===== src/sv/tlbpw_pkg.sv =====
// Shared types, sizes and codes for the TLB and page walk block.
package tlbpw_pkg;

  localparam int PAGE_OFFSET_BITS = 12;
  localparam int DIR_INDEX_BITS   = 5;
  localparam int TABLE_INDEX_BITS = 5;
  localparam int TLB_DEPTH        = 64;
  localparam int FRAME_BITS       = 10;

  localparam int VADDR_W  = 22;
  localparam int PADDR_W  = 22;
  localparam int FRAME_W  = 10;
  localparam int OPCODE_W = 2;
  localparam int STATUS_W = 3;
  localparam int COUNT_W  = 32;

  localparam int VPN_BITS    = DIR_INDEX_BITS + TABLE_INDEX_BITS;
  localparam int TABLE_COUNT = 1 << VPN_BITS;
  localparam int SLOT_W      = (TLB_DEPTH > 1) ? $clog2(TLB_DEPTH) : 1;

  localparam logic [OPCODE_W-1:0] OPC_XLATE = 2'd0;
  localparam logic [OPCODE_W-1:0] OPC_MAP   = 2'd1;
  localparam logic [OPCODE_W-1:0] OPC_INVAL = 2'd2;
  localparam logic [OPCODE_W-1:0] OPC_RSVD  = 2'd3;

  localparam logic [STATUS_W-1:0] ST_TLB_HIT  = 3'd0;
  localparam logic [STATUS_W-1:0] ST_WALK_HIT = 3'd1;
  localparam logic [STATUS_W-1:0] ST_FAULT    = 3'd2;
  localparam logic [STATUS_W-1:0] ST_MAPPED   = 3'd3;
  localparam logic [STATUS_W-1:0] ST_ALREADY  = 3'd4;
  localparam logic [STATUS_W-1:0] ST_INVAL    = 3'd5;

  typedef enum logic [1:0] {
    OP_XLATE,
    OP_MAP,
    OP_INVAL,
    OP_NONE
  } op_kind_t;

  typedef struct packed {
    op_kind_t                    op;
    logic                        va_zero;
    logic [VPN_BITS-1:0]         vpn;
    logic [PAGE_OFFSET_BITS-1:0] off;
    logic [FRAME_BITS-1:0]       frm;
  } item_t;

  // queue head toward the back end
  typedef struct packed {
    logic  valid;
    item_t item;
  } q_head_t;

  // back end control toward the front end
  typedef struct packed {
    logic pop;
    logic init_done;
  } back_ctl_t;

  function automatic logic [PADDR_W-1:0] join_addr(
    input logic [FRAME_BITS-1:0]       f,
    input logic [PAGE_OFFSET_BITS-1:0] o
  );
    return PADDR_W'({f, o});
  endfunction

endpackage


===== src/sv/tlbpw_front.sv =====
// Front end: accepts input words, decodes them and queues them for the back end.
module tlbpw_front import tlbpw_pkg::*; (
  input  logic                clk,
  input  logic                rst_n,
  input  logic                in_valid,
  output logic                in_ready,
  input  logic [OPCODE_W-1:0] in_opcode,
  input  logic [VADDR_W-1:0]  in_vaddr,
  input  logic [FRAME_W-1:0]  in_frame,
  input  back_ctl_t           ctl,
  output q_head_t             head
);

  item_t       q_r [2];
  logic        wptr_r, wptr_nxt;
  logic        rptr_r, rptr_nxt;
  logic [1:0]  cnt_r, cnt_nxt;
  item_t       dec;
  logic        push;

  always_comb begin
    unique case (in_opcode)
      OPC_XLATE: dec.op = OP_XLATE;
      OPC_MAP:   dec.op = OP_MAP;
      OPC_INVAL: dec.op = OP_INVAL;
      default:   dec.op = OP_NONE;
    endcase
    dec.va_zero = (in_vaddr == '0);
    dec.vpn     = in_vaddr[PAGE_OFFSET_BITS +: VPN_BITS];
    dec.off     = in_vaddr[PAGE_OFFSET_BITS-1:0];
    dec.frm     = FRAME_BITS'(in_frame);
  end

  assign in_ready   = ctl.init_done && (cnt_r != 2'd2);
  assign push       = in_valid && in_ready;
  assign head.valid = (cnt_r != 2'd0);
  assign head.item  = q_r[rptr_r];

  always_comb begin
    wptr_nxt = wptr_r ^ push;
    rptr_nxt = rptr_r ^ ctl.pop;
    cnt_nxt  = cnt_r + {1'b0, push} - {1'b0, ctl.pop};
  end

  always_ff @(posedge clk) begin
    if (!rst_n) begin
      wptr_r <= 1'b0;
      rptr_r <= 1'b0;
      cnt_r  <= 2'd0;
    end else begin
      wptr_r <= wptr_nxt;
      rptr_r <= rptr_nxt;
      cnt_r  <= cnt_nxt;
    end
  end

  always_ff @(posedge clk) begin
    if (push) q_r[wptr_r] <= dec;
  end

endmodule


===== config.mk =====
export PLATFORM = sky130hd
export DESIGN_NAME = tlbpw_front
export DESIGN_NICKNAME = d
export VERILOG_FILES = /design/src/sv/tlbpw_pkg.sv /design/src/sv/tlbpw_front.sv
export SDC_FILE = /design/constraint.sdc
export NUM_CORES = 1
export LEC_CHECK = 0
export ABC_AREA = 1
export BUFFER_PORTS_ARGS = -buffer_cell sky130_fd_sc_hd__buf_2
export CORE_UTILIZATION = 52
export DETAILED_ROUTE_END_ITERATION = 12
export PLACE_DENSITY = 0.78
export SLEW_MARGIN = 0
export SYNTH_ARGS = -nofsm -noshare
export SYNTH_HDL_FRONTEND = slang
export SYNTH_SLANG_ARGS = --single-unit
export TNS_END_PERCENT = 5

===== constraint.sdc =====
create_clock -name clk -period 2.4 [get_ports clk]
set_input_delay 0.12 -clock clk [delete_from_list [all_inputs] [get_ports clk]]
set_output_delay 0.12 -clock clk [all_outputs]
set_load 0.05 [all_outputs]

==> summary by stage, run 1 <==
Run status
The run finished with clean final reports.

Floorplan
The floorplan core area is ~5500 um^2. The die area is 6100 um^2. The number of placement rows is 27. The starting density of the core is ~54%. The die is approximately 78 um tall. The horizontal die dimension is approximately 80 um.

For this design the top-level I/O count stands at 76.

Logic synthesis
Yosys attributes the largest share of cell area to sky130_fd_sc_hd__edfxtp_1 70%, sky130_fd_sc_hd__mux2_4 15%, sky130_fd_sc_hd__dfxtp_1 3.3%. The number of nets handed over by synthesis was ~210. Among all flip-flop cells after synthesis, the most frequent one is sky130_fd_sc_hd__edfxtp_1. The commonest cells after synthesis are 70 x sky130_fd_sc_hd__edfxtp_1, 30 x sky130_fd_sc_hd__mux2_4, 15 x sky130_fd_sc_hd__nor2_1, 10 x sky130_fd_sc_hd__nand2_1, 9 x sky130_fd_sc_hd__inv_1. The top cell type by area accounts for ~70% of the synthesized area.

In this run, distinct cell masters in the synthesized netlist total 17. In the synthesized netlist the async set-or-reset flop fraction comes to 0%. In this run, synthesis inferred 70 flip-flops with an integrated enable. Of all cell types, the one taking the most synthesized area is sky130_fd_sc_hd__edfxtp_1. In this run, synthesis produced a sequential element count of 75. The warning count from the yosys run is 0. After technology mapping, the gate count stands at roughly 160. In this run the mean area of a mapped cell was 18.6 um^2.

By instance count, the leading cell after synthesis is sky130_fd_sc_hd__edfxtp_1. The post-synthesis instance area is 3010 um^2. The post-synthesis sequential area ratio is about three quarters.

Clock tree
The total clock buffers created by CTS is 9. After clock tree synthesis, the setup repair step added 0 buffers. Counting along the longest clock path gives a buffer depth of 2. The root cell of the clock tree is sky130_fd_sc_hd__clkbuf_8.

The clock latency at the later pin of the worst-skew pair is roughly 0.33 ns. After clock tree synthesis, the repair step resized 0 gates. TritonCTS built the clock tree. The H-tree generated during clock tree synthesis spans 3 levels.

The clock transition at the registers of the reported paths is roughly 0.07 ns. CTS saw 75 sinks. Hold repair after CTS inserted 31 buffers.

Place
At the end of routability-driven placement, the weighted congestion stood at between 0.7 and 0.8. Timing analysis after detailed placement gives a worst setup slack of between 0.6 and 0.7 ns. The count of buffers added on input and output ports is 75. The detailed placement HPWL is roughly 3.4 mm.

Global routing
In the global route stage, overall resource usage came out at 18.0%. The total global routing overflow is 0. The number of global-route vias before repair is between 1500 and 2000. The number of antenna violations at the first check in global routing came to 0. Entering global routing, the biggest net connects 24 pins. The wire length of the first global-routing pass is approximately 8.0 mm.

Setup path
The sort of element at the end of the critical path is an output port. The arrival time of data at the critical path endpoint is 1.75 ns. Among cell families on the critical path, the largest total delay comes from flip-flops. The number of buffers and inverters on the critical path is 2. The worst setup path is launched from a register.

The critical path's largest stage delay is a little under 0.6 ns. Walking the worst path, the cells encountered are buf_12 > mux2_2 > buf_2. In this run the worst path has a maximum fanout of 23. The critical path is of the register to output port type. On the critical path, the stage with the largest delay is an instance of sky130_fd_sc_hd__dfxtp_2. The required time at the endpoint of the critical path is 2.28 ns.

Routing
Wires add up to about 5.2 mm. In the final routed layout, each cell accounts on average for about 15 um. The first detailed-routing pass took 4 iterations. The final routed DRC violation total is 0. For this block, the initial DRC count from the detailed router was 91. Using the TritonRoute via totals, the vias-per-cell ratio works out to roughly 4.9. The number of vias in the routed layout is around 1700. The detail route stage leaves a number of antenna-violating nets equal to 0.

Layout
After the last flow step, the layout net total stands at 320. Summing all flip-flop and latch instances after layout gives approximately 2200 um^2. The total area of multi-input combinational cells is between 700 and 800 um^2. The share of layout cells above drive strength 1 is a little under half. The number of antenna repair diodes is 0.

The number of inserted filler cells in the final layout is 378. The layout-stage area growth over the synthesis result is 31.1%.

Timing
The final count of pins violating max slew is 0. Based on the critical path, the design can be clocked at up to 534 MHz. The shortest period the worst path allows is between 1.5 and 2 ns. Once routing completed, OpenROAD measured the worst setup slack at approximately 0.53 ns. The final count of hold timing violations came to 0. The final worst clock skew is approximately 0.0072 ns. The slew at the pin with the worst max-slew slack is between 0.4 and 0.5 ns. The worst max-slew margin expressed relative to the limit is around 70%. Setup violations remaining at the end of the flow were counted as 0. Setup repair after global routing left no endpoint under its margin. For the final routed database, the setup TNS stands at 0 ns. The final cycle utilization of the critical path is around four fifths.

Flow run
The number of violations of the max-capacitance limit is 0.

Min path
The worst hold path belongs to the class primary input to register.

Power
The worst-case IR drop observed on VDD is about 480 uV. Dividing total power by cell area gives a power density of roughly 720 nW/um^2. The leakage power total is roughly 1.6 nW.
worst paths after layout:
check                           slack, ns  depth (start not counted)         from         end
worst max-delay path                 0.53                          3     register    head[34]
worst min-delay path                 0.01                          1  in_vaddr[4]  q_r[1][14]
worst max register to register       0.69                          6     cnt_r[0]  q_r[1][21]
worst min register to register       0.46                          1       rptr_r    register
state kept, by name, summed over array words and instances (netlist names), named ones only:
signal,cells
cnt_r,2
rptr_r,1
wptr_r,1
q_r,70
final cells by class:
class	count	share of cell area, %
multi-input cells	72	17.8
repair buffers	110	19.2
clock buffers	13	3.77
inverters	9	0.856
well taps	72	2.28
flip-flops and latches	75	55.8
clock inverters	3	0.349
metal layers:
metal,GRT usage (%),wire (um)
met5,0,0
met4,10.2,97
met3,4.42,242
met2,31.0,2820
met1,20.6,2060
where the power goes:
part	leakage (nW)	total, mW	internal, mW	switching [mW]
registers	0.684	1.52	1.50	0.0255
clock network	0.0848	0.807	0.398	0.409
logic	0.828	0.530	0.199	0.331
total	1.60	2.86	2.10	0.766
cells in the final DEF, fill, tap and decap left out, drive strengths merged:
master        n
a21boi        1
a21oi         3
buf          78
clkbuf       13
clkinv        3
dfxtp         5
dlygate4sd3  32
edfxtp       70
ha            4
inv           9
mux2         35
nand2        10
nand3         1
nand4         1
nor2         15
o21ai         1
or2           1
cell families (layout without fill, tap and decap cells):
family	Yosys count	in the layout	synth area share, %
flops	75	75	73.2
mux	35	35	16.8
simple gates	28	28	3.70
buf+inv	15	135	3.74
compound gates	5	5	0.914
fa+ha+maj	4	4	1.66
stage by stage:
| stage | total power [mW] | cells | util (%) | hold WS (ns) | area, um^2 |
|---|---|---|---|---|---|
| floorplan | 1.93 | 162 | - | 0.213 | 3010 |
| global placement | 2.04 | 306 | 62.5 | 0.311 | 3460 |
| detailed placement | 2.04 | 306 | 62.5 | 0.314 | 3460 |
| CTS | 2.87 | 353 | 71.0 | 0.00125 | 3940 |
| global route | 2.97 | 354 | 71.2 | 0.00320 | 3950 |
| finish | 2.86 | 354 | 71.2 | 0.0112 | 3950 |
Power figures use the tool's default switching activity.
==> run 2, diff against run 1 <==
==> constraint.sdc (replaced) <==
create_clock -name clk -period 1.9 [get_ports clk]
set_input_delay 0.095 -clock clk [delete_from_list [all_inputs] [get_ports clk]]
set_output_delay 0.095 -clock clk [all_outputs]
set_load 0.05 [all_outputs]
==> summary by stage, run 2 (synthesis gave the netlist of run 1 again) <==
Run status
The run finished with clean final reports.

Power
The relative contribution of combinational cells to total power is 16.4% (-2.1 points). The leakage power total is 1.66 nW (+3.9%). The power density relative to cell area was 1010 nW/um^2 (+39%).

The post-route total power is 4.11 mW (+44%). The clock group share of total power is 37.1% (+8.9 points). The register share of total power is 46.5% (-6.8 points). The maximum resistive drop on vdd is 678 uV (+42%).

The net load switching power is 0.974 mW (+27%). The switching power as a share of total power was 23.7% (-3.1 points). The internal power component came to 3.14 mW (+50%).

Timing
The worst max-slew margin expressed relative to the limit is 80.6% (+9.1 points). The number of endpoints failing setup at the final stage was 0 (unchanged). The setup slack of the critical path after layout came to 0.268 ns (-0.258 ns). The setup total negative slack is 0 ns (unchanged). The final count of pins violating max slew was 0 (unchanged). The slew at the pin with the worst max-slew slack is 0.291 ns (-0.137 ns). The final count of hold timing violations came to 0 (unchanged).

The highest attainable clock frequency is ~610 MHz. The final worst clock skew is 0.00856 ns (+0.00133 ns). The worst path needs around 1.6 ns of the cycle, external delays included. Setup repair after global routing left no endpoint under its margin.

The final critical path takes up 85.9% of the cycle.

Layout
The layout-stage area growth over the synthesis result is 35.3%. The most common cell after layout, fill and taps aside is sky130_fd_sc_hd__buf_2. The number of inserted filler cells in the final layout is 363 (-4.0%). The number of flip-flops in the largest register was 70 (unchanged).

The largest registers in the layout are q_r: 70 flops, cnt_r: 2 flops. The post-route non-filler standard cell count is 360 (+1.7%). The number of nets in the layout is 326 (+1.9%).

The number of antenna repair diodes is 0 (unchanged). The share of layout cells above drive strength 1 came to 46.2% (+0.44 points). The library cells used most frequently in the layout, excluding fill and tap cells, are 75 x sky130_fd_sc_hd__buf_2, 70 x sky130_fd_sc_hd__edfxtp_1, 36 x sky130_fd_sc_hd__dlygate4sd3_1, 30 x sky130_fd_sc_hd__mux2_4, 15 x sky130_fd_sc_hd__nor2_1. The largest register by flop count is q_r.

Routing
The wire length reported by the detailed router is 4.90 mm (-6.1%). The number of design-rule violations left by the first detailed-router iteration came to 91 (unchanged). The average via count per standard cell is 4.73 (-3.5%). The final routed DRC violation total is 0 (unchanged). The count of TritonRoute iterations in the first routing pass is 4 (unchanged). The number of vias in the routed layout is 1703 (-1.8%). The number of routed nets with antenna violations is 0 (unchanged). The wire length per cell is 13.6 um (-7.7%).

Min path
The worst hold path endpoint is wptr_r. The launch instance of the worst min-delay path is in_valid. The path class of the lowest-slack min-delay path is primary input to register. The depth of the worst hold-timing path came to 5 (+4).

Clock tree
The maximum buffer depth of the clock tree is 2 (unchanged). The post-CTS setup buffer count is 0 (unchanged). The number of H-tree branching levels is 3 (unchanged). The number of buffers added to fix hold violations after cts came to 36 (+16%). The root cell of the clock tree is sky130_fd_sc_hd__clkbuf_8. The total clock buffers created by CTS is 9 (unchanged). TritonCTS built the clock tree. The clock transition at the registers of the reported paths was 0.07 ns (about the same). The number of instances resized during post-cts repair came to 0 (unchanged). The number of sinks on the clock net was 75 (unchanged). The clock latency at the later pin of the worst-skew pair is 0.34 ns (about the same).

Setup path
The critical path in this run is classified as register to output port. The worst register-to-register path begins at cnt_r[0]. The critical register-to-register path endpoint is cnt_r[1]. The critical-path maximum fanout was 35 (+52%).

The worst setup path is captured at an output port. The critical path launch point type is a register. The required time at the endpoint of the critical path was 1.80 ns (-0.48 ns). The arrival time of data at the critical path endpoint is 1.54 ns (-0.21 ns).

The worst reg-to-reg setup slack is 0.39 ns (-0.30 ns). The number of cell instances on the worst register-to-register path is 10 (+4).

Floorplan
The die area is 6100 um^2 (unchanged). The vertical die dimension came to 78.1 um (unchanged). The floorplan core area is 5540 um^2 (unchanged).

The number of placement rows is 27 (unchanged). The horizontal die dimension came to 78.1 um (unchanged). The I/O pin count is 76 (unchanged). The starting density of the core is 54.3% (unchanged).

Place
The total of buffers placed on input and output ports is 75 (unchanged). The worst slack at placement is 0.388 ns (-0.298 ns). The cell count after placement is 308 (+0.65%). The detailed placement HPWL is 3.16 mm (-6.8%). The placer's final routability congestion estimate is 0.707 (-5.0%).

Global routing
The number of antenna violations at the first check in global routing was 0 (unchanged). The met3 track utilization from global routing came to 3.14% (-1.3 points). The total global routing overflow is 0 (unchanged). The met1 global-route usage was 20.6% (about the same). In this run the most used layer during global routing was met2. The maximum number of pins on one net before global-route repair is 36 (+50%). The wire length of the first global-routing pass is 7.82 mm (-1.8%).

The total global-route track usage came to 17.5% (-0.54 points). The number of global-route vias before repair is 1746 (-0.68%). The global-route met2 utilization was 29.8% (-1.1 points).

Flow run
The number of violations of the max-capacitance limit came to 0 (unchanged).
-- run 2: cell types whose count changed in the layout (fill, tap and decap cells not counted), sizes merged --
cell         before  now
clkbuf           13   10
clkinv            3    2
bufinv            0    4
buf              78   80
dlygate4sd3      32   36
-- run 2: worst max-delay path, cell delays in order (launching register included) --
cell	delay, ns
sky130_fd_sc_hd__dfxtp_2	0.34
sky130_fd_sc_hd__buf_12	0.26
sky130_fd_sc_hd__mux2_2	0.38
sky130_fd_sc_hd__buf_2	0.21
-- run 2: per-layer routing --
layer	wire, um	up-vias
met2	2580	42
met4	130	0
met1	2030	808
met3	160	12
met5	0	-
li1	-	841
-- run 2: power by group through the flow --
| stage | Sequential (mW) | Combinational (mW) | Clock (mW) |
|---|---|---|---|
| after floorplan | 1.95 | 0.494 | 0 |
| after global placement | 1.95 | 0.611 | 0 |
| after detailed placement | 1.95 | 0.620 | 0 |
| after CTS | 1.92 | 0.678 | 1.56 |
| after global routing | 1.92 | 0.712 | 1.62 |
| final | 1.91 | 0.673 | 1.53 |
-- run 2: worst max-delay path by stage --
stage	to	slack, ns	cells past startpoint
6_report	head[3]	0.27	3
5_1_grt	head[34]	0.23	3
4_1_cts	head[3]	0.25	3
3_5_place_dp	cnt_r[1]	0.39	10
3_3_place_gp	cnt_r[1]	0.45	10
2_1_floorplan	q_r[0][0]	-0.18	5
-- run 2: cell type report --
class / count / area [um^2] / area share (%)
clock inverters: 6 / 128 / 3.13
multi-input cells: 72 / 704 / 17.3
repair buffers: 116 / 786 / 19.3
inverters: 9 / 33.8 / 0.829
flip-flops and latches: 75 / 2200 / 54.1
well taps: 72 / 90.1 / 2.21
clock buffers: 10 / 128 / 3.13
-- run 2: metrics by stage --
step	hold WS [ns]	cell area (um^2)	utilization, %
after floorplan	0.188	3020	-
after global placement	0.283	3460	62.4
after detailed placement	0.287	3460	62.4
after CTS	0.184	4070	73.5
after global routing	0.229	4070	73.5
final	0.194	4070	73.5
==> run 3, diff against run 2 <==
--- a/config.mk
+++ b/config.mk
@@ -7,9 +7,11 @@
 export LEC_CHECK = 0
 export ABC_AREA = 1
 export BUFFER_PORTS_ARGS = -buffer_cell sky130_fd_sc_hd__buf_2
-export CORE_UTILIZATION = 52
+export CELL_PAD_IN_SITES_DETAIL_PLACEMENT = 0
+export CELL_PAD_IN_SITES_GLOBAL_PLACEMENT = 1
+export CORE_UTILIZATION = 44
 export DETAILED_ROUTE_END_ITERATION = 12
-export PLACE_DENSITY = 0.78
+export PLACE_DENSITY_LB_ADDON = 0.1
 export SLEW_MARGIN = 0
 export SYNTH_ARGS = -nofsm -noshare
 export SYNTH_HDL_FRONTEND = slang
==> constraint.sdc (replaced) <==
create_clock -name clk -period 1.87 [get_ports clk]
set_input_delay 0.0935 -clock clk [delete_from_list [all_inputs] [get_ports clk]]
set_output_delay 0.0935 -clock clk [all_outputs]
set_load 0.1 [all_outputs]
==> summary by stage, run 3 (synthesis gave the netlist of run 1 again) <==
Power
The leakage power total is 1.62 nW (-2.1%). The post-route total power came to 4.11 mW (about the same). The maximum resistive drop on vdd is 523 uV (-23%).

The power density relative to cell area is 1020 nW/um^2 (+0.76%).

Global routing
The number of global-route vias before repair is 1829 (+4.8%). The total global routing overflow is 0 (unchanged). The total global-route track usage is 15.6% (-1.9 points). The maximum number of pins on one net before global-route repair is 36 (unchanged). The number of antenna violations at the first check in global routing came to 0 (unchanged). The wire length of the first global-routing pass is 8.19 mm (+4.7%).

Routing
The count of TritonRoute iterations in the first routing pass is 6 (+2). The number of routed nets with antenna violations is 0 (unchanged). The wire length per cell is 14.0 um (+3.0%). The average via count per standard cell was 4.63 (-2.1%). The number of design-rule violations left by the first detailed-router iteration was 73 (-20%). The final routed DRC violation total is 0 (unchanged).

The number of vias in the routed layout is 1677 (-1.5%). The wire length reported by the detailed router was 5.08 mm (+3.6%).

Setup path
The required time at the endpoint of the critical path is 1.78 ns (-0.02 ns). The critical-path maximum fanout is 13 (-63%). The critical path launch point type is a register. The arrival time of data at the critical path endpoint came to 1.65 ns (+0.11 ns). STA classifies the critical path endpoint as an output port. The critical path is of the register to output port type.

Layout
Compared with the post-synthesis result, the final layout area differs by 34.3%. The share of layout cells above drive strength 1 is 47.7% (+1.5 points). The register with the most flip-flops in the final layout is q_r. The number of antenna repair diodes is 0 (unchanged).

Leaving out fill and tap cells, the most frequent cell in the layout is sky130_fd_sc_hd__buf_2. The number of nets in the layout is 323 (-0.92%). The number of inserted filler cells in the final layout came to 489 (+35%). The core utilization of the finished layout is 62.6% (-11 points). The top cell types in the final layout, fill and taps aside, are 75 x sky130_fd_sc_hd__buf_2, 70 x sky130_fd_sc_hd__edfxtp_1, 36 x sky130_fd_sc_hd__dlygate4sd3_1, 30 x sky130_fd_sc_hd__mux2_4, 15 x sky130_fd_sc_hd__nor2_1. The final design instance area without fill came to 4040 um^2 (-0.74%). The largest registers in the layout are q_r: 70 flops, cnt_r: 2 flops.

The post-route non-filler standard cell count is 362 (+0.56%). The number of flip-flops in the largest register came to 70 (unchanged).

Clock tree
TritonCTS built the clock tree. The clock latency at the later pin of the worst-skew pair came to 0.34 ns (about the same). The clock transition at the registers of the reported paths is 0.07 ns (about the same). The number of sinks on the clock net is 75 (unchanged). The total clock buffers created by CTS is 9 (unchanged). The number of H-tree branching levels was 3 (unchanged). The cell sitting at the root of the clock tree is a sky130_fd_sc_hd__clkbuf_8.

The maximum buffer depth of the clock tree is 2 (unchanged). The post-CTS setup buffer count is 0 (unchanged).

Timing
The shortest period the worst path allows is approximately 1.7 ns. The final count of hold timing violations is 0 (unchanged). The slew at the pin with the worst max-slew slack is 0.504 ns (+0.212 ns).

The final worst clock skew is 0.0111 ns (+0.00255 ns). The final count of pins violating max slew is 0 (unchanged). The number of endpoints failing setup at the final stage is 0 (unchanged). The final cycle utilization of the critical path is just over 90%. The worst max-slew margin expressed relative to the limit came to 66.4% (-14 points). Setup repair after global routing left no endpoint under its margin.

Timing would allow up to 575 MHz.

Floorplan
The vertical die dimension is 84.7 um (+8.5%). The floorplan core area is 6460 um^2 (+17%). The I/O pin count is 76 (unchanged).

The starting density of the core is 46.6% (-7.7 points). The horizontal die dimension is 84.7 um (+8.5%). The die area is 7180 um^2 (+18%). The number of placement rows was 29 (+7.4%).

Place
The placer's final routability congestion estimate is 0.677 (-4.3%). The instance area at placement is 3490 um^2 (+0.87%). The detailed placement HPWL is 3.38 mm (+6.9%).

The total of buffers placed on input and output ports is 75 (unchanged). The cell count after placement is 310 (+0.65%).

Min path
The worst hold path belongs to the class primary input to register.

Run status
The run finished with clean final reports.

Flow run
The number of violations of the max-capacitance limit is 0 (unchanged).
-- run 3: worst max-delay path, cell delays in order (launching register included) --
cell and delay, ns:
sky130_fd_sc_hd__dfxtp_4 0.50, sky130_fd_sc_hd__buf_12 0.20, sky130_fd_sc_hd__mux2_4 0.32, sky130_fd_sc_hd__buf_2 0.29
-- run 3: worst paths after layout --
| check | start | endpoint | slack, ns | cells past startpoint |
|---|---|---|---|---|
| min | in_valid | wptr_r | 0.20 | 5 |
| max reg2reg | cnt_r[0] | q_r[1][9] | 0.30 | 5 |
| min reg2reg | rptr_r | rptr_r | 0.46 | 1 |
| max | register | head[28] | 0.13 | 3 |
-- run 3: layout make-up --
class	count	area, um^2	share of cell area [%]
Sequential cell	75	2210	54.6
Tap cell	77	96.3	2.38
Inverter	9	33.8	0.836
Timing Repair Buffer	113	776	19.2
Clock buffer	10	128	3.16
Multi-Input combinational cell	72	737	18.2
Clock inverter	6	65.1	1.61
-- run 3: repair_timing --
| action | 4_1_cts | 5_1_grt |
|---|---|---|
| hold endpoints to repair | 73 | 0 |
| gates resized for setup | 1 | 0 |
| setup endpoints to repair | 24 | 0 |
| hold buffers | 36 | 0 |
-- run 3: stage by stage --
| stage | hold slack, ns | TNS, ns | worst slack, ns |
|---|---|---|---|
| after floorplan | 0.187 | -2.98 | -0.0756 |
| after global placement | 0.282 | 0 | 0.355 |
| after detailed placement | 0.287 | 0 | 0.299 |
| after CTS | 0.182 | 0 | 0.0955 |
| after global routing | 0.208 | 0 | 0.0687 |
| final | 0.200 | 0 | 0.131 |
-- run 3: report_power, final --
part | switching, mW | internal [mW] | leakage [nW] | total [mW]
Sequential | 0.0376 | 1.92 | 0.684 | 1.96
Combinational | 0.697 | 0.264 | 0.841 | 0.961
Clock | 0.574 | 0.619 | 0.0983 | 1.19
Total | 1.31 | 2.81 | 1.62 | 4.11
-- run 3: layer usage --
metal | routed length [um] | global-route usage (%) | vias up | part of all wire, %
met2 | 2550 | 26.5 | 54 | 50
met4 | 130 | 10.3 | 0 | 2.6
met5 | 0 | 0 | - | 0
met3 | 209 | 3.15 | 11 | 4.1
met1 | 2190 | 17.8 | 780 | 43
li1 | - | - | 832 | -
